## config.mk

```make
export PLATFORM = sky130hd
export DESIGN_NAME = spi_ethernet_rx_deframer_core
export DESIGN_NICKNAME = d
export VERILOG_FILES = /design/src/rtl/spi_erx_pkg.sv /design/src/rtl/spi_ethernet_rx_deframer_core.sv
export VERILOG_INCLUDE_DIRS = /design/src /design/src/rtl
export SDC_FILE = /design/constraint.sdc
export NUM_CORES = 1
export LEC_CHECK = 0
export ABC_AREA = 1
export BUFFER_PORTS_ARGS = -buffer_cell sky130_fd_sc_hd__buf_2
export CAP_MARGIN = 20
export CORE_MARGIN = 2
export CORE_UTILIZATION = 38
export CTS_CLUSTER_DIAMETER = 60
export DETAILED_ROUTE_END_ITERATION = 10
export SLEW_MARGIN = 20
export SYNTH_ARGS = -nofsm -noshare
export SYNTH_HDL_FRONTEND = slang
export SYNTH_SLANG_ARGS = --single-unit
```

## constraint.sdc

```tcl
create_clock -name clk -period 13 [get_ports clk]
set_clock_uncertainty 0.15 [all_clocks]
set_input_delay 3.25 -clock clk [delete_from_list [all_inputs] [get_ports clk]]
set_output_delay 3.25 -clock clk [all_outputs]
set_load 0.02 [all_outputs]
```

## src/rtl/spi_ethernet_rx_deframer_core_assert.svh

```systemverilog
// assertion macros for the spi ethernet receive deframer
// used by spi_ethernet_rx_deframer_core.sv; needs no other file
`ifndef SPI_ETHERNET_RX_DEFRAMER_CORE_ASSERT_SVH
`define SPI_ETHERNET_RX_DEFRAMER_CORE_ASSERT_SVH

// same-cycle implication, disabled during reset
`define SPI_ERX_ASSERT_NOW(lbl, clk, rst_n, ante, cons) \
  lbl: assert property (@(posedge clk) disable iff (!rst_n) (ante) |-> (cons)) \
    else $error("spi_erx assertion failed");

// next-cycle implication, disabled during reset
`define SPI_ERX_ASSERT_NEXT(lbl, clk, rst_n, ante, cons) \
  lbl: assert property (@(posedge clk) disable iff (!rst_n) (ante) |=> (cons)) \
    else $error("spi_erx assertion failed");

`endif

```

## src/rtl/spi_erx_pkg.sv

```systemverilog
// constants and field widths for the spi ethernet receive deframer
// no dependencies; imported by spi_ethernet_rx_deframer_core
`timescale 1ns / 1ps
`default_nettype none

package spi_erx_pkg;

  // frame limits and magic values
  localparam int          MAX_PAYLOAD   = 2048;
  localparam logic [7:0]  START_BYTE    = 8'hAA;
  localparam logic [15:0] ETYPE_HOMEPLUG = 16'h88E1;
  localparam logic [15:0] ETYPE_IPV6    = 16'h86DD;
  localparam int          HDR_OVERHEAD  = 10;
  localparam int          MIN_CLASSIFY  = 14;

  // field widths
  localparam int BYTE_W   = 8;
  localparam int COUNT_W  = 12;
  localparam int LEN_W    = 16;

  // packed stream widths
  localparam int IN_TDATA_W  = 24;
  localparam int IN_TUSER_W  = 1;
  localparam int OUT_TDATA_W = 8;
  localparam int OUT_TUSER_W = 5;

  // ether class codes
  localparam logic [1:0] ECLS_HOMEPLUG = 2'd0;
  localparam logic [1:0] ECLS_IPV6     = 2'd1;
  localparam logic [1:0] ECLS_OTHER    = 2'd2;

  // frame status codes
  localparam logic [1:0] STAT_OK     = 2'd0;
  localparam logic [1:0] STAT_TRUNC  = 2'd1;
  localparam logic [1:0] STAT_REJECT = 2'd2;
  localparam logic [1:0] STAT_CUT    = 2'd3;

endpackage : spi_erx_pkg

`default_nettype wire

```

## src/rtl/spi_ethernet_rx_deframer_core.sv

```systemverilog
// spi ethernet receive deframer: byte-serial parser with a registered result stage
// depends on spi_erx_pkg and spi_ethernet_rx_deframer_core_assert.svh
`timescale 1ns / 1ps
`default_nettype none

// Takes a modem read burst one byte per request on the in_ stream and gives the
// payload bytes of each frame on the out_ stream, with frame_end on tlast and the
// ether class and status in tuser. One byte is taken every clock cycle: the parser
// state updates in one step per byte and the result sits in a single output
// register, so a new byte is accepted while the previous result is still waiting,
// and input stalls only while that register is full and out_tready is low. A byte
// that yields no result is consumed without producing an output request.
module spi_ethernet_rx_deframer_core (
  input  wire logic                                clk,
  input  wire logic                                rst_n,
  input  wire logic                                in_tvalid,
  output logic                                     in_tready,
  // [7:0] rx_byte, [19:8] avail_count, [23:20] zero
  input  wire logic [spi_erx_pkg::IN_TDATA_W-1:0]  in_tdata,
  // [0] burst_start
  input  wire logic [spi_erx_pkg::IN_TUSER_W-1:0]  in_tuser,
  output logic                                     out_tvalid,
  input  wire logic                                out_tready,
  // [7:0] payload_byte
  output logic [spi_erx_pkg::OUT_TDATA_W-1:0]      out_tdata,
  // [0] has_byte, [2:1] ether_class, [4:3] status
  output logic [spi_erx_pkg::OUT_TUSER_W-1:0]      out_tuser,
  // frame_end
  output logic                                     out_tlast
);

  import spi_erx_pkg::*;

  `include "spi_ethernet_rx_deframer_core_assert.svh"

  // parser phase codes
  localparam logic [1:0] PH_IDLE  = 2'd0;
  localparam logic [1:0] PH_FRAME = 2'd1;
  localparam logic [1:0] PH_DONE  = 2'd2;

  localparam logic [12:0] MAXP_13  = 13'(MAX_PAYLOAD);
  localparam logic [16:0] MAXP_17  = 17'(MAX_PAYLOAD);
  localparam logic [16:0] OVHD_17  = 17'(HDR_OVERHEAD);
  localparam logic [15:0] MINC_16  = 16'(MIN_CLASSIFY);

  // parser state
  logic [1:0]         phase_r, phase_nxt;
  logic [COUNT_W-1:0] rem_r, rem_nxt;
  logic [COUNT_W-1:0] pos_r, pos_nxt;
  logic [LEN_W-1:0]   outer_r, outer_nxt;
  logic [LEN_W-1:0]   inner_r, inner_nxt;
  logic [LEN_W-1:0]   etype_r, etype_nxt;
  logic               sok_r, sok_nxt;

  // result register
  logic               ovalid_r, ovalid_nxt;
  logic [BYTE_W-1:0]  opb_r, opb_nxt;
  logic               ohb_r, ohb_nxt;
  logic               ofe_r, ofe_nxt;
  logic [1:0]         oec_r, oec_nxt;
  logic [1:0]         ost_r, ost_nxt;

  // step outcome
  logic               in_fire;
  logic               emit;
  logic               reject;
  logic [BYTE_W-1:0]  rx_byte;
  logic               burst_start;
  logic [COUNT_W-1:0] avail;

  assign in_tready   = !ovalid_r || out_tready;
  assign in_fire     = in_tvalid && in_tready;
  assign rx_byte     = in_tdata[7:0];
  assign avail       = in_tdata[19:8];
  assign burst_start = in_tuser[0];

  // per-byte parser step
  always_comb begin
    logic [COUNT_W-1:0] p;
    logic [COUNT_W-1:0] rem_dec;
    logic [COUNT_W-1:0] idx;
    logic [16:0]        pp;
    logic [16:0]        lpp;
    logic [15:0]        inner_hi;
    logic               in_payload;
    phase_nxt  = phase_r;
    rem_nxt    = rem_r;
    pos_nxt    = pos_r;
    outer_nxt  = outer_r;
    inner_nxt  = inner_r;
    etype_nxt  = etype_r;
    sok_nxt    = sok_r;
    emit       = 1'b0;
    reject     = 1'b0;
    opb_nxt    = '0;
    ohb_nxt    = 1'b0;
    ofe_nxt    = 1'b0;
    oec_nxt    = '0;
    ost_nxt    = '0;
    p          = '0;
    rem_dec    = '0;
    idx        = '0;
    pp         = '0;
    lpp        = '0;
    inner_hi   = '0;
    in_payload = 1'b0;

    // burst start restarts the parser
    if (burst_start) begin
      phase_nxt = (avail != '0) ? PH_FRAME : PH_IDLE;
      rem_nxt   = avail;
      pos_nxt   = '0;
      outer_nxt = '0;
      inner_nxt = '0;
      etype_nxt = '0;
      sok_nxt   = 1'b1;
    end

    if (phase_nxt == PH_FRAME) begin
      if (rem_nxt == '0) begin
        phase_nxt = PH_DONE;
      end else begin
        rem_dec  = rem_nxt - 1'b1;
        rem_nxt  = rem_dec;
        p        = pos_nxt;
        pp       = {5'd0, p};
        lpp      = 17'd11 + {1'b0, inner_nxt};
        inner_hi = {rx_byte, inner_nxt[7:0]};

        // header fields
        if (p == 12'd2) begin
          outer_nxt = {rx_byte, 8'd0};
        end else if (p == 12'd3) begin
          outer_nxt = {outer_nxt[15:8], rx_byte};
        end else if (p inside {[12'd4:12'd7]}) begin
          if (rx_byte != START_BYTE) sok_nxt = 1'b0;
        end else if (p == 12'd8) begin
          inner_nxt = {8'd0, rx_byte};
        end else if (p == 12'd9) begin
          inner_nxt = inner_hi;
          if (!sok_nxt || ({1'b0, inner_hi} + OVHD_17) != {1'b0, outer_nxt}) begin
            reject = 1'b1;
          end
        end else if (p >= 12'd12 && pp <= lpp) begin
          in_payload = 1'b1;
        end

        // payload bytes and ether type capture
        if (in_payload) begin
          idx = p - 12'd12;
          if (idx == 12'd12) etype_nxt = {rx_byte, 8'd0};
          else if (idx == 12'd13) etype_nxt = {etype_nxt[15:8], rx_byte};
          if ({1'b0, idx} < MAXP_13) begin
            opb_nxt = rx_byte;
            ohb_nxt = 1'b1;
            emit    = 1'b1;
          end
        end

        if (reject) begin
          // header rejected: report and ignore rest of burst
          emit      = 1'b1;
          opb_nxt   = '0;
          ohb_nxt   = 1'b0;
          ofe_nxt   = 1'b1;
          oec_nxt   = ECLS_OTHER;
          ost_nxt   = STAT_REJECT;
          phase_nxt = PH_DONE;
        end else begin
          // frame end or burst cut short
          if (p >= 12'd11 && pp == lpp) begin
            emit    = 1'b1;
            ofe_nxt = 1'b1;
            if (inner_nxt < MINC_16) oec_nxt = ECLS_OTHER;
            else if (etype_nxt == ETYPE_HOMEPLUG) oec_nxt = ECLS_HOMEPLUG;
            else if (etype_nxt == ETYPE_IPV6) oec_nxt = ECLS_IPV6;
            else oec_nxt = ECLS_OTHER;
            ost_nxt = ({1'b0, inner_nxt} > MAXP_17) ? STAT_TRUNC : STAT_OK;
          end else if (rem_dec == '0 && (p < 12'd10 || pp < lpp)) begin
            emit    = 1'b1;
            ofe_nxt = 1'b1;
            oec_nxt = ECLS_OTHER;
            ost_nxt = STAT_CUT;
          end

          // last footer byte: next frame or done
          if (p >= 12'd10 && pp == lpp + 17'd2) begin
            if (rem_dec > 12'd10) begin
              pos_nxt   = '0;
              outer_nxt = '0;
              inner_nxt = '0;
              etype_nxt = '0;
              sok_nxt   = 1'b1;
            end else begin
              phase_nxt = PH_DONE;
            end
          end else begin
            pos_nxt = p + 1'b1;
          end
          if (rem_dec == '0) phase_nxt = PH_DONE;
        end
      end
    end
  end

  // output register load or drain
  always_comb begin
    ovalid_nxt = ovalid_r;
    if (in_tready) ovalid_nxt = in_fire && emit;
  end

  // control state
  always_ff @(posedge clk) begin
    if (!rst_n) begin
      phase_r  <= PH_IDLE;
      rem_r    <= '0;
      pos_r    <= '0;
      outer_r  <= '0;
      inner_r  <= '0;
      etype_r  <= '0;
      sok_r    <= 1'b1;
      ovalid_r <= 1'b0;
    end else begin
      ovalid_r <= ovalid_nxt;
      if (in_fire) begin
        phase_r <= phase_nxt;
        rem_r   <= rem_nxt;
        pos_r   <= pos_nxt;
        outer_r <= outer_nxt;
        inner_r <= inner_nxt;
        etype_r <= etype_nxt;
        sok_r   <= sok_nxt;
      end
    end
  end

  // result payload
  always_ff @(posedge clk) begin
    if (in_fire && emit) begin
      opb_r <= opb_nxt;
      ohb_r <= ohb_nxt;
      ofe_r <= ofe_nxt;
      oec_r <= oec_nxt;
      ost_r <= ost_nxt;
    end
  end

  assign out_tvalid = ovalid_r;
  assign out_tdata  = opb_r;
  assign out_tuser  = {ost_r, oec_r, ohb_r};
  assign out_tlast  = ofe_r;

  // checks
  `SPI_ERX_ASSERT_NEXT(a_emit_loads, clk, rst_n, in_fire && emit, ovalid_r)
  `SPI_ERX_ASSERT_NEXT(a_reject_done, clk, rst_n, in_fire && reject, phase_r == PH_DONE)
  `SPI_ERX_ASSERT_NEXT(a_done_stays, clk, rst_n,
    in_fire && !burst_start && phase_r == PH_DONE, phase_r == PH_DONE)
  `SPI_ERX_ASSERT_NOW(a_frame_has_bytes, clk, rst_n, phase_r == PH_FRAME, rem_r != '0)
  `SPI_ERX_ASSERT_NOW(a_reject_no_byte, clk, rst_n,
    ovalid_r && ofe_r && ost_r == STAT_REJECT, !ohb_r && oec_r == ECLS_OTHER)

endmodule : spi_ethernet_rx_deframer_core

`default_nettype wire

```

# [Word-level counts from Yosys, hierarchy flattened]
# Index checks and enable logic that the tools add are counted.
[classes] add_sub_neg=6 order_cmp=12 eq_ne=13 n_mux=95 bitwise_logic=3 n_reduce_logical=18
[ops] cell="$mux W16" n=30
[ops] cell="$mux W12" n=9
[ops] cell="$eq A12 B4 Y1 const B" n=4
[ops] cell="$mux W1" n=38
[ops] cell="$ge A12 B4 Y1 const B" n=3
[ops] cell="$eq A12 B17 Y1" n=2
[ops] cell="$eq A16 B16 Y1 const B" n=2
[ops] cell="$mux W2" n=16
[ops] cell="$eq A12 B2 Y1 const B" n=2
[ops] cell="$logic_not A12 Y1" n=2
[ops] cell="$add A16 B4 Y17 const B" n=1
[ops] cell="$add A17 B2 Y17 const B" n=1
[ops] cell="$add A4 B16 Y17 const A" n=1
[ops] cell="$le A12 B17 Y1" n=1
[ops] cell="$lt A12 B17 Y1" n=1
[ops] cell="$ne A17 B16 Y1" n=1
[ops] cell="$gt A16 B12 Y1 const B" n=1
[ops] cell="$lt A16 B4 Y1 const B" n=1
[ops] cell="$mux W8" n=2
[ops] cell="$add A12 B1 Y12 const B" n=1
[ops] cell="$ge A12 B3 Y1 const B" n=1
[ops] cell="$gt A12 B4 Y1 const B" n=1
[ops] cell="$le A12 B3 Y1 const B" n=1
[ops] cell="$lt A12 B12 Y1 const B" n=1
[ops] cell="other kinds (13)" n=24
[word_totals] regBits=90 out_inout_bits=16 elab_cells=162

# [Depth between registers and ports, before layout]
# Gate-level depths: netlist of the first run.
[logic_depth] word_depth=21 mapped_depth=36 mapped_depth_nobuf=33

# [Worst setup path before layout of the first run]
# No wires, ideal clock.
[synth_timing] path_type="input to output" start="in out_tready" end="out in_tready" t_arrival_ps=3446 required_time_ps=9600 path_slack_ps=6154 stages=2 n_path_buf=0 cell_sequence="inv_1 > nand2_1"
[synth_via] elab_chain_len=1
[synth_rtl] item="from (decl)" line="spi_ethernet_rx_deframer_core.sv:23" source="input wire logic out_tready,"
[synth_rtl] item="$logic_or A1 B1 Y1" line="spi_ethernet_rx_deframer_core.sv:71" source="assign in_tready = !ovalid_r || out_tready;"
[synth_rtl] item="to (decl)" line="spi_ethernet_rx_deframer_core.sv:17" source="output logic in_tready,"
# Every way passes these cells.

# [Worst setup path after layout of the first run]
[layout_timing] start="in in_tuser" end="reg opb_r[1] (netlist: out_tdata[1]), enable pin"
[layout_via] elab_chain_len=19 elab_cells_between_ends=58 classes_between="add/sub (4); order compare (8); eq/ne (7); mux (29); reduce/logical (10)"
[layout_rtl] item="from (decl)" line="spi_ethernet_rx_deframer_core.sv:21" source="input wire logic [spi_erx_pkg::IN_TUSER_W-1:0] in_tuser,"
[layout_rtl] item="$mux W16" line="spi_ethernet_rx_deframer_core.sv:109" source="if (burst_start) begin"
[layout_rtl] item="$add A4 B16 Y17" line="spi_ethernet_rx_deframer_core.sv:127" source="lpp = 17'd11 + {1'b0, inner_nxt};"
[layout_rtl] item="$le A12 B17 Y1" line="spi_ethernet_rx_deframer_core.sv:144" source="end else if (p >= 12'd12 && pp <= lpp) begin"
[layout_rtl] item="$logic_and A1 B1 Y1" line="spi_ethernet_rx_deframer_core.sv:144"
[layout_rtl] item="$mux W1" line="spi_ethernet_rx_deframer_core.sv:144"
[layout_rtl] item="$mux W1" line="spi_ethernet_rx_deframer_core.sv:139" source="end else if (p == 12'd9) begin"
[layout_rtl] item="$mux W1" line="spi_ethernet_rx_deframer_core.sv:137" source="end else if (p == 12'd8) begin"
[layout_rtl] item="$mux W1" line="spi_ethernet_rx_deframer_core.sv:135" source="end else if (p inside {[12'd4:12'd7]}) begin"
[layout_rtl] item="(+3 left out)"
[layout_rtl] item="$mux W1" line="spi_ethernet_rx_deframer_core.sv:119" source="if (phase_nxt == PH_FRAME) begin"
[layout_rtl] item="$mux W1"
[layout_rtl] item="$mux W1" line="spi_ethernet_rx_deframer_core.sv:179" source="end else if (rem_dec == '0 && (p < 12'd10 || pp < lpp)) begin"
[layout_rtl] item="$mux W1" line="spi_ethernet_rx_deframer_core.sv:171" source="if (p >= 12'd11 && pp == lpp) begin"
[layout_rtl] item="$mux W1" line="spi_ethernet_rx_deframer_core.sv:160" source="if (reject) begin"
[layout_rtl] item="$mux W1" line="spi_ethernet_rx_deframer_core.sv:120" source="if (rem_nxt == '0) begin"
[layout_rtl] item="$mux W1 (*)" line="spi_ethernet_rx_deframer_core.sv:119"
[layout_rtl] item="$logic_and A1 B1 Y1 (*)" line="spi_ethernet_rx_deframer_core.sv:239" source="if (in_fire && emit) begin"
[layout_rtl] item="to (signal assigned)" line="spi_ethernet_rx_deframer_core.sv:240" source="opb_r <= opb_nxt;"
[layout_rtl] item="to (decl)" line="spi_ethernet_rx_deframer_core.sv:57" source="logic [BYTE_W-1:0] opb_r, opb_nxt;"
# Every way passes the cells marked *; elsewhere a longest branch is shown, timed or not. The select of a mux whose other input is x is not followed.
# A chain may end at the register's enable or synchronous reset.

==> results of run 1 <==
## stage by stage
| step | hold slack (ns) | util |
|---|---|---|
| after floorplan | 0.285 | - |
| after global placement | 0.297 | 0.396 |
| after detailed placement | 0.306 | 0.396 |
| after CTS | 0.317 | 0.410 |
| after global routing | 0.329 | 0.410 |
| final | 0.317 | 0.410 |
## flip-flops by register name, indices dropped and copies added, names as in the netlist
signal	cells
outer_r	16
ost_r	2
out_tdata	8
etype_r	16
out_tlast	1
rem_r	12
inner_r	16
pos_r	12
phase_r	2
oec_r	2
sok_r	1
out_tvalid	1
ohb_r	1
## cell families after synthesis
kind of cell	share of synthesized area
xor gates and xnor gates	0.0226
buffers and inverters	0.120
adders and majority gates	0.0336
DFF	0.217
and+or+nand+nor	0.434
AOI/OAI and AO/OA	0.173
## routing by layer
layer / track usage / vias up
li1: - / 4997
met1: 0.329 / 4477
met2: 0.405 / 345
met3: 0.0402 / 48
met4: 0.0879 / 0
met5: 0 / -
## synthesized netlist by cell type (all sizes together)
cell and count:
a21oi 126, a221oi 1, xnor2 3, o221ai 2, a2111oi 1, nor2 169, dfxtp 76, o2111ai 1
o211ai 7, clkinv 3, a311oi 1, xor2 20, and3 2, nor4 9, nand2 424, ha 24
inv 183, o21a 2, o21bai 4, a31oi 16, o221a 2, a22oi 2, o21ai 120, nand3b 6
nand4 28, buf 34, or2 5, o31ai 1, edfxtp 14, clkbuf 32, nand3 189, nor3 18
## worst max-delay path by stage
| stage | start | to | slack [ns] |
|---|---|---|---|
| final | in_tuser | out_tdata[1] | 5.01 |
| after global routing | in_tuser | out_tlast | 4.62 |
| after CTS | in_tuser | out_tlast | 5.06 |
| after detailed placement | in_tuser | out_tdata[1] | 4.68 |
| after global placement | in_tuser | out_tdata[1] | 4.74 |
| after floorplan | out_tready | in_tready | 6.15 |
## worst min-delay path: stages (launching register included)
cell	delay, ns
dfxtp_1	0.31
nand2_1	0.06
a21oi_1	0.05
## final cells by class
type,count,share of cell area
Multi-Input combinational cell,1183,0.622
Clock buffer,10,0.0251
Inverter,186,0.0738
Sequential cell,90,0.204
Timing Repair Buffer,47,0.0265
Tap cell,319,0.0419
Clock inverter,6,0.00748
## power by group through the flow
stage                     combinational (uW)  sequential (uW)  clock [uW]
final                                    158              303         290
after global routing                     178              304         307
after CTS                                156              302         295
after detailed placement                 156              309           0
after global placement                   154              309           0
after floorplan                          118              307           0
==> impl_metrics.json, run 1 <==
{
  "yosysTopAreaCell": "dfxtp_1",
  "synth_seq_cells": 90,
  "reg2reg_depth": 15,
  "first_global_vias": 9136,
  "max_stage_delay_ns": 0.73,
  "ys_seq_area_frac": 0.217,
  "areaGrowthSynthToFinish_pct": 6.72,
  "clockPowerShare": 0.386,
  "placed_cells": 1825,
  "critPathBufInv": 6,
  "slowest_stage": "nor4_1",
  "hpwl_mm": 21.3,
  "antenna_found_initial": 0,
  "nets": 1570,
  "cts_tree": "done",
  "critPathRequiredTime_ns": 12.86,
  "drive_above_1_share": 0.104,
  "p_switching_uw": 254,
  "viasPerCell": 5.36,
  "seqCellArea_um2": 1940,
  "critical_path_depth": 20,
  "hold_violations": 0,
  "maxSlewViolCount": 0,
  "grt_max_degree": 72,
  "period_share": 0.615,
  "final_common_cell": "nand2_1",
  "seq_power_share": 0.403,
  "status": "finished clean",
  "floorplan.initialDensity": 0.384,
  "clkSlewWorstSetupHoldPaths_ns": 0.07,
  "cts_max_level": 3,
  "slew_headroom": 0.272,
  "min_path_type": "reg2reg",
  "cp-start-kind": "input pin",
  "wl_met3_mm": 2.30,
  "grt_overflow": 0,
  "num_vias": 9867,
  "syn-instance-count": 1525,
  "rsz0062_at_grt": "no",
  "setup_tns_ns": 0,
  "topRoutingLayerUsed": "met4",
  "drt-met1-wl_mm": 13.4,
  "postPlaceCellArea_um2": 9220,
  "grt_use_total": 0.248,
  "chipHeight_um": 157,
  "postCtsHoldBufs": 0,
  "cts_inserted_buffers": 9,
  "leakage_uw": 0.00429,
  "design_area_um2": 9530,
  "cp_common_cell": "nand2_1",
  "fmax_mhz": 125,
  "boundaryPins": 45,
  "ant_nets": 0,
  "yosysWarnings": 0,
  "place_ws_ns": 4.68,
  "grt_first_pass_wirelength_mm": 48.5,
  "holdPathStages": 2,
  "sw_frac_of_total": 0.338,
  "dr.pass1.iters": 5,
  "crit_family": "simple AND/OR/NAND/NOR gates",
  "setup_violations": 0,
  "avgSynthCellArea_um2": 5.86,
  "post_cts_resized": 0,
  "intPower_uw": 498,
  "tightest_slew_ns": 1.09,
  "finalCriticalPeriod_ns": 7.99,
  "synth_fp_nets": 1578,
  "setup_ws_ns": 5.01,
  "power_density_nw_per_um2": 78.8,
  "io_buffers": 40,
  "path_cells": "buf_2 -> buf_4 -> inv_4 -> buf_4 -> nand2_2 -> inv_2 -> nand2_4 -> nand2_4 -> nand2_1 -> nand2_1 -> nand2_1 -> ha_1 -> nand2_1 -> nor2_1 -> nand3_1 -> nor4_1 -> nor2_1 -> nand3_1 -> nand2_1 -> inv_1",
  "drt_iter0_drc": 888,
  "routed_wl_mm": 29.9,
  "syn_area_um2": 8930,
  "critPathMaxFanout": 54,
  "min_from": "pos_r[11]",
  "fin_cells": 1841,
  "max-vdd-ir-drop_v": 0.0000607,
  "cts.sinks": 90,
  "r2r_slack_ns": 8.47,
  "reg2reg_from": "inner_r[6]",
  "drv_cap": 0,
  "synth.distinct_cells": 53,
  "fp.dieW_um": 157,
  "insertedDiodeCount": 0,
  "crit_type": "in2reg",
  "hold_end": "pos_r[11]",
  "crit_arrival_ns": 7.85,
  "place.gp.congestion": 0.943,
  "core_area_um2": 23300,
  "clock_tree.root_cell": "clkbuf_16",
  "die_area_um2": 24700,
  "drc": 0,
  "synth_top_area_share": 0.170,
  "layout_common_cells": "nand2_1, nand3_1, inv_1",
  "n_fill_cell": 2605,
  "multi_input_area_um2": 5930,
  "cts_setup_buffers": 0,
  "met2WireLength_mm": 13.5,
  "yosys-top-cells-area": "dfxtp_1, nand2_1, nand3_1, a21oi_1, inv_1",
  "num_rows": 56,
  "r2r_end": "out_tdata[1]",
  "clockBufferDepth": 2,
  "wl_per_cell_um": 16.3,
  "clk_latency_ns": 0.37,
  "crit_path_end_kind": "flip-flop",
  "share_comb_of_total_power": 0.211,
  "total_power_uw": 751
}
Power figures use the tool's default switching activity.
==> inputs of run 2 (changes only) <==
Clock period 13 ns to 7 ns, I/O delays scaled along.
==> run 2 against run 1 <==
Net effect:
- flip-flop and latch count unchanged
- non-clock buffer count increased by 8
- critical endpoint is now oec_r[1]
- sequential share of layout area decreased by 0.083 points
- global-route usage about the same
- clock power increased by 77%
- design area increased by 0.41%
- wire length about the same
- cell count increased by 0.43%
- highest routed layer unchanged
- largest cell class unchanged
==> impl_metrics.json, run 2 (synthesis gave the netlist of run 1 again) <==
{
  "status": "finished clean",
  "die_area_um2": 24700,
  "floorplan.initialDensity": 0.384,
  "final_common_cell": "nand2_1",
  "setup_ws_ns": 1.31,
  "n_fill_cell": 2621,
  "cts.sinks": 90,
  "grt_max_degree": 60,
  "fp.dieW_um": 157,
  "routed_wl_mm": 29.9,
  "critPathRequiredTime_ns": 6.98,
  "intPower_uw": 913,
  "drive_above_1_share": 0.107,
  "top_regs": "etype_r x16, inner_r x16, outer_r x16",
  "p_switching_uw": 456,
  "period_share": 0.812,
  "drt_iter0_drc": 719,
  "areaGrowthSynthToFinish_pct": 7.16,
  "r2r_slack_ns": 2.60,
  "dr.pass1.iters": 5,
  "clkSlewWorstSetupHoldPaths_ns": 0.07,
  "antenna_found_initial": 0,
  "finalCriticalPeriod_ns": 5.69,
  "drc": 0,
  "io_buffers": 40,
  "critPathMaxFanout": 27,
  "num_rows": 56,
  "share_comb_of_total_power": 0.215,
  "critPathLaunch": "in_tuser",
  "fmax_mhz": 176,
  "hold_violations": 0,
  "seq_power_share": 0.411,
  "insertedDiodeCount": 0,
  "r2r_end": "oec_r[1]",
  "nets": 1578,
  "viasPerCell": 5.40,
  "crit_path_end_kind": "flip-flop",
  "wl_per_cell_um": 16.2,
  "first_global_vias": 9255,
  "place_ws_ns": 1.04,
  "reg2reg_depth": 30,
  "grt_overflow": 0,
  "reg2reg_from": "inner_r[2]",
  "hpwl_mm": 21.9,
  "layout_common_cells": "nand2_1, nand3_1, inv_1",
  "clk_latency_ns": 0.36,
  "setup_tns_ns": 0,
  "power_density_nw_per_um2": 143,
  "cp-start-kind": "input pin",
  "boundaryPins": 45,
  "clock_tree.root_cell": "clkbuf_16",
  "crit_path_end": "oec_r[1]",
  "num_vias": 9982,
  "post_cts_resized": 0,
  "tightest_slew_ns": 0.791,
  "crit_arrival_ns": 5.66,
  "min_path_type": "reg2reg",
  "grt_use_total": 0.247,
  "leakage_uw": 0.00432,
  "sw_frac_of_total": 0.333,
  "cts_inserted_buffers": 9,
  "grt_first_pass_wirelength_mm": 48.5,
  "chipHeight_um": 157,
  "clockBufferDepth": 2,
  "clockPowerShare": 0.374,
  "postCtsHoldBufs": 0,
  "ant_nets": 0,
  "maxSlewViolCount": 0,
  "crit_type": "in2reg",
  "place.gp.congestion": 0.907,
  "core_area_um2": 23300,
  "max-vdd-ir-drop_v": 0.000128,
  "slew_headroom": 0.471,
  "rsz0062_at_grt": "no",
  "cts_setup_buffers": 0,
  "drv_cap": 0,
  "cts_max_level": 3,
  "setup_violations": 0,
  "cts_tree": "done"
}
-- run 2: cell count changes in the layout (fill, tap and decap cells not counted), sizes merged --
cell    change
buf         +8
inv         -1
clkinv      -1
clkbuf      +2
-- run 2: worst min-delay path by stage --
stage               from        end  slack [ns]  cells after the start
3_5_place_dp   pos_r[10]  pos_r[10]        0.31                      2
3_3_place_gp       sok_r      sok_r        0.29                      2
5_1_grt        pos_r[11]  pos_r[11]        0.34                      2
2_1_floorplan      sok_r      sok_r        0.28                      2
6_report       pos_r[10]  pos_r[10]        0.32                      2
4_1_cts        pos_r[10]  pos_r[10]        0.32                      2
-- run 2: stage by stage --
| step | instance area, um2 | utilization | power [uW] | std cells | hold WS (ns) |
|---|---|---|---|---|---|
| 6_report | 9570 | 0.411 | 1370 | 1849 | 0.317 |
| 4_1_cts | 9570 | 0.411 | 1380 | 1849 | 0.320 |
| 3_3_place_gp | 9280 | 0.399 | 859 | 1833 | 0.294 |
| 3_5_place_dp | 9280 | 0.399 | 863 | 1833 | 0.310 |
| 2_1_floorplan | 8930 | - | 788 | 1525 | 0.285 |
| 5_1_grt | 9570 | 0.411 | 1440 | 1849 | 0.345 |
-- run 2: power by group through the flow --
stage / registers, uW / logic [uW] / clock network, uW
floorplan: 570 / 218 / 0
global placement: 573 / 287 / 0
detailed placement: 574 / 289 / 0
CTS: 562 / 291 / 526
global route: 565 / 330 / 541
finish: 562 / 294 / 513
-- run 2: metal layers --
metal,vias to the layer above,share of wire,routed length (um),GRT usage
met1,4519,0.45,13400,0.325
met3,60,0.073,2180,0.0537
li1,5053,-,-,-
met2,350,0.45,13300,0.395
met4,0,0.034,1030,0.0965
met5,-,0,0,0
-- run 2: area by class of cell --
type	instances	area, um2	area share
multi-input cells	1183	5930	0.619
flip-flops and latches	90	1940	0.203
inverters	186	703	0.0735
well taps	319	399	0.0417
repair buffers	55	313	0.0327
clock buffers	12	236	0.0247
clock inverters	4	52.6	0.00549
-- run 2: critical path, cell delays in order --
cell	delay [ns]
buf_2	0.20
inv_4	0.10
buf_4	0.33
nand3_1	0.30
nor2_1	0.22
nand2_1	0.08
nand2_1	0.13
nand2_1	0.13
nand2_1	0.16
ha_1	0.24
nand2_1	0.08
nor2_1	0.05
nor3_1	0.14
nand2_1	0.08
nand2_1	0.05
nand2_1	0.04
nand2_1	0.05
nand2_1	0.11
nand3_4	0.25
nand2_4	0.20
o21ai_1	0.21
nand2_1	0.08
nor2_1	0.16
nand4_1	0.20
nand2_1	0.13
nand2_1	0.06
nand2_1	0.05
nand2_1	0.04
==> inputs of run 3 (changes only) <==
Clock period 7 ns to 5.25 ns, I/O delays scaled along.
==> run 3 against run 2 <==
Net effect:
- design area is 2.4% higher
- via count is 0.95% higher
- clock power is 37% higher
- register-to-register slack worse by 1.3 ns
- first-iteration DRC count is 24% higher
- worst setup slack worse by 0.85 ns
- worst hold slack better by 0.0013 ns
- critical path type unchanged
==> impl_metrics.json, run 3 (synthesis gave the netlist of run 1 again) <==
{
  "status": "finished clean",
  "drt_iter0_drc": 891,
  "grt_max_degree": 71,
  "hold_violations": 0,
  "floorplan.initialDensity": 0.384,
  "cp-start-kind": "input pin",
  "die_area_um2": 24700,
  "grt_overflow": 0,
  "drive_above_1_share": 0.123,
  "wl_per_cell_um": 16.4,
  "place_ws_ns": 0.134,
  "insertedDiodeCount": 0,
  "post-route-util": 0.421,
  "power_density_nw_per_um2": 189,
  "num_rows": 56,
  "drv_cap": 0,
  "chipHeight_um": 157,
  "critPathRequiredTime_ns": 5.24,
  "ant_nets": 0,
  "max_stage_delay_ns": 0.30,
  "cts_inserted_buffers": 9,
  "clk_latency_ns": 0.37,
  "maxSlewViolCount": 0,
  "areaGrowthSynthToFinish_pct": 9.74,
  "cts_max_level": 3,
  "met1_usage": 0.338,
  "rsz0062_at_grt": "no",
  "layout_common_cells": "nand2_1, nand3_1, inv_1",
  "fp.dieW_um": 157,
  "met3_usage": 0.0358,
  "hold_ws_ns": 0.318,
  "setup_tns_ns": 0,
  "fin_cells": 1873,
  "slew_headroom": 0.431,
  "slowest_stage": "ha_1",
  "crit_arrival_ns": 4.77,
  "num_vias": 10100,
  "tightest_slew_ns": 0.854,
  "routed_wl_mm": 30.6,
  "crit_type": "in2reg",
  "critPathBufInv": 2,
  "boundaryPins": 45,
  "viasPerCell": 5.38,
  "max-vdd-ir-drop_v": 0.000121,
  "fmax_mhz": 209,
  "post_cts_resized": 0,
  "finalCriticalPeriod_ns": 4.78,
  "hpwl_mm": 22.5,
  "antenna_found_initial": 0,
  "cp_common_cell": "nand2_1",
  "postCtsHoldBufs": 0,
  "grt_first_pass_wirelength_mm": 48.9,
  "grtUsageMet2": 0.407,
  "nets": 1602,
  "leakage_uw": 0.00446,
  "dr.pass1.iters": 6,
  "first_global_vias": 9262,
  "final_common_cell": "nand2_1",
  "clkSlewWorstSetupHoldPaths_ns": 0.09,
  "setup_ws_ns": 0.465,
  "critPathMaxFanout": 19,
  "min_path_type": "reg2reg",
  "cts_tree": "done",
  "setup_violations": 0,
  "place.gp.congestion": 0.958,
  "top_usage_layer": "met2",
  "period_share": 0.911,
  "grt_use_total": 0.251,
  "top_regs": "etype_r x16, inner_r x16, outer_r x16",
  "drc": 0,
  "crit_family": "simple AND/OR/NAND/NOR gates",
  "clockBufferDepth": 2,
  "placed_cells": 1857,
  "core_area_um2": 23300,
  "clock_tree.root_cell": "clkbuf_16",
  "cts.sinks": 90,
  "crit_path_end_kind": "flip-flop",
  "io_buffers": 40,
  "cts_setup_buffers": 0
}
[run 3: final timing paths]
check             start  depth (start not counted)  endpoint  slack (ns)
max reg2reg  inner_r[1]                         30  oec_r[1]        1.28
max            in_tuser                         30  oec_r[1]        0.47
min reg2reg       sok_r                          2     sok_r        0.32
min               sok_r                          2     sok_r        0.32
[run 3: layer usage]
layer | share of wire | vias up
li1 | - | 5072
met1 | 0.44 | 4598
met2 | 0.45 | 353
met3 | 0.070 | 54
met4 | 0.031 | 0
met5 | 0 | -
[run 3: worst register-to-register path: cells and delay by family, from the launching register on]
kind | cells | cell delay (ns)
adders and majority gates | 2 | 0.47
DFF | 1 | 0.39
and+or+nand+nor | 25 | 2.53
buffers and inverters | 3 | 0.21
[run 3: metrics by stage]
stage          power (uW)  instance area (um2)
2_1_floorplan        1050                 8930
3_3_place_gp         1160                 9500
3_5_place_dp         1160                 9500
4_1_cts              1860                 9800
5_1_grt              1940                 9800
6_report             1850                 9800
[run 3: power by group]
group / internal [uW] / switching [uW]
logic: 122 / 279
registers: 728 / 21.0
clock network: 340 / 364
total: 1190 / 664
[run 3: cell type report]
class	count	area (um2)
clock inverter	7	76.3
timing repair buffer	79	531
fill	2579	13500
tap	319	399
clock buffer	9	225
inverter	186	703
multi-input combinational	1183	5930
sequential	90	1940
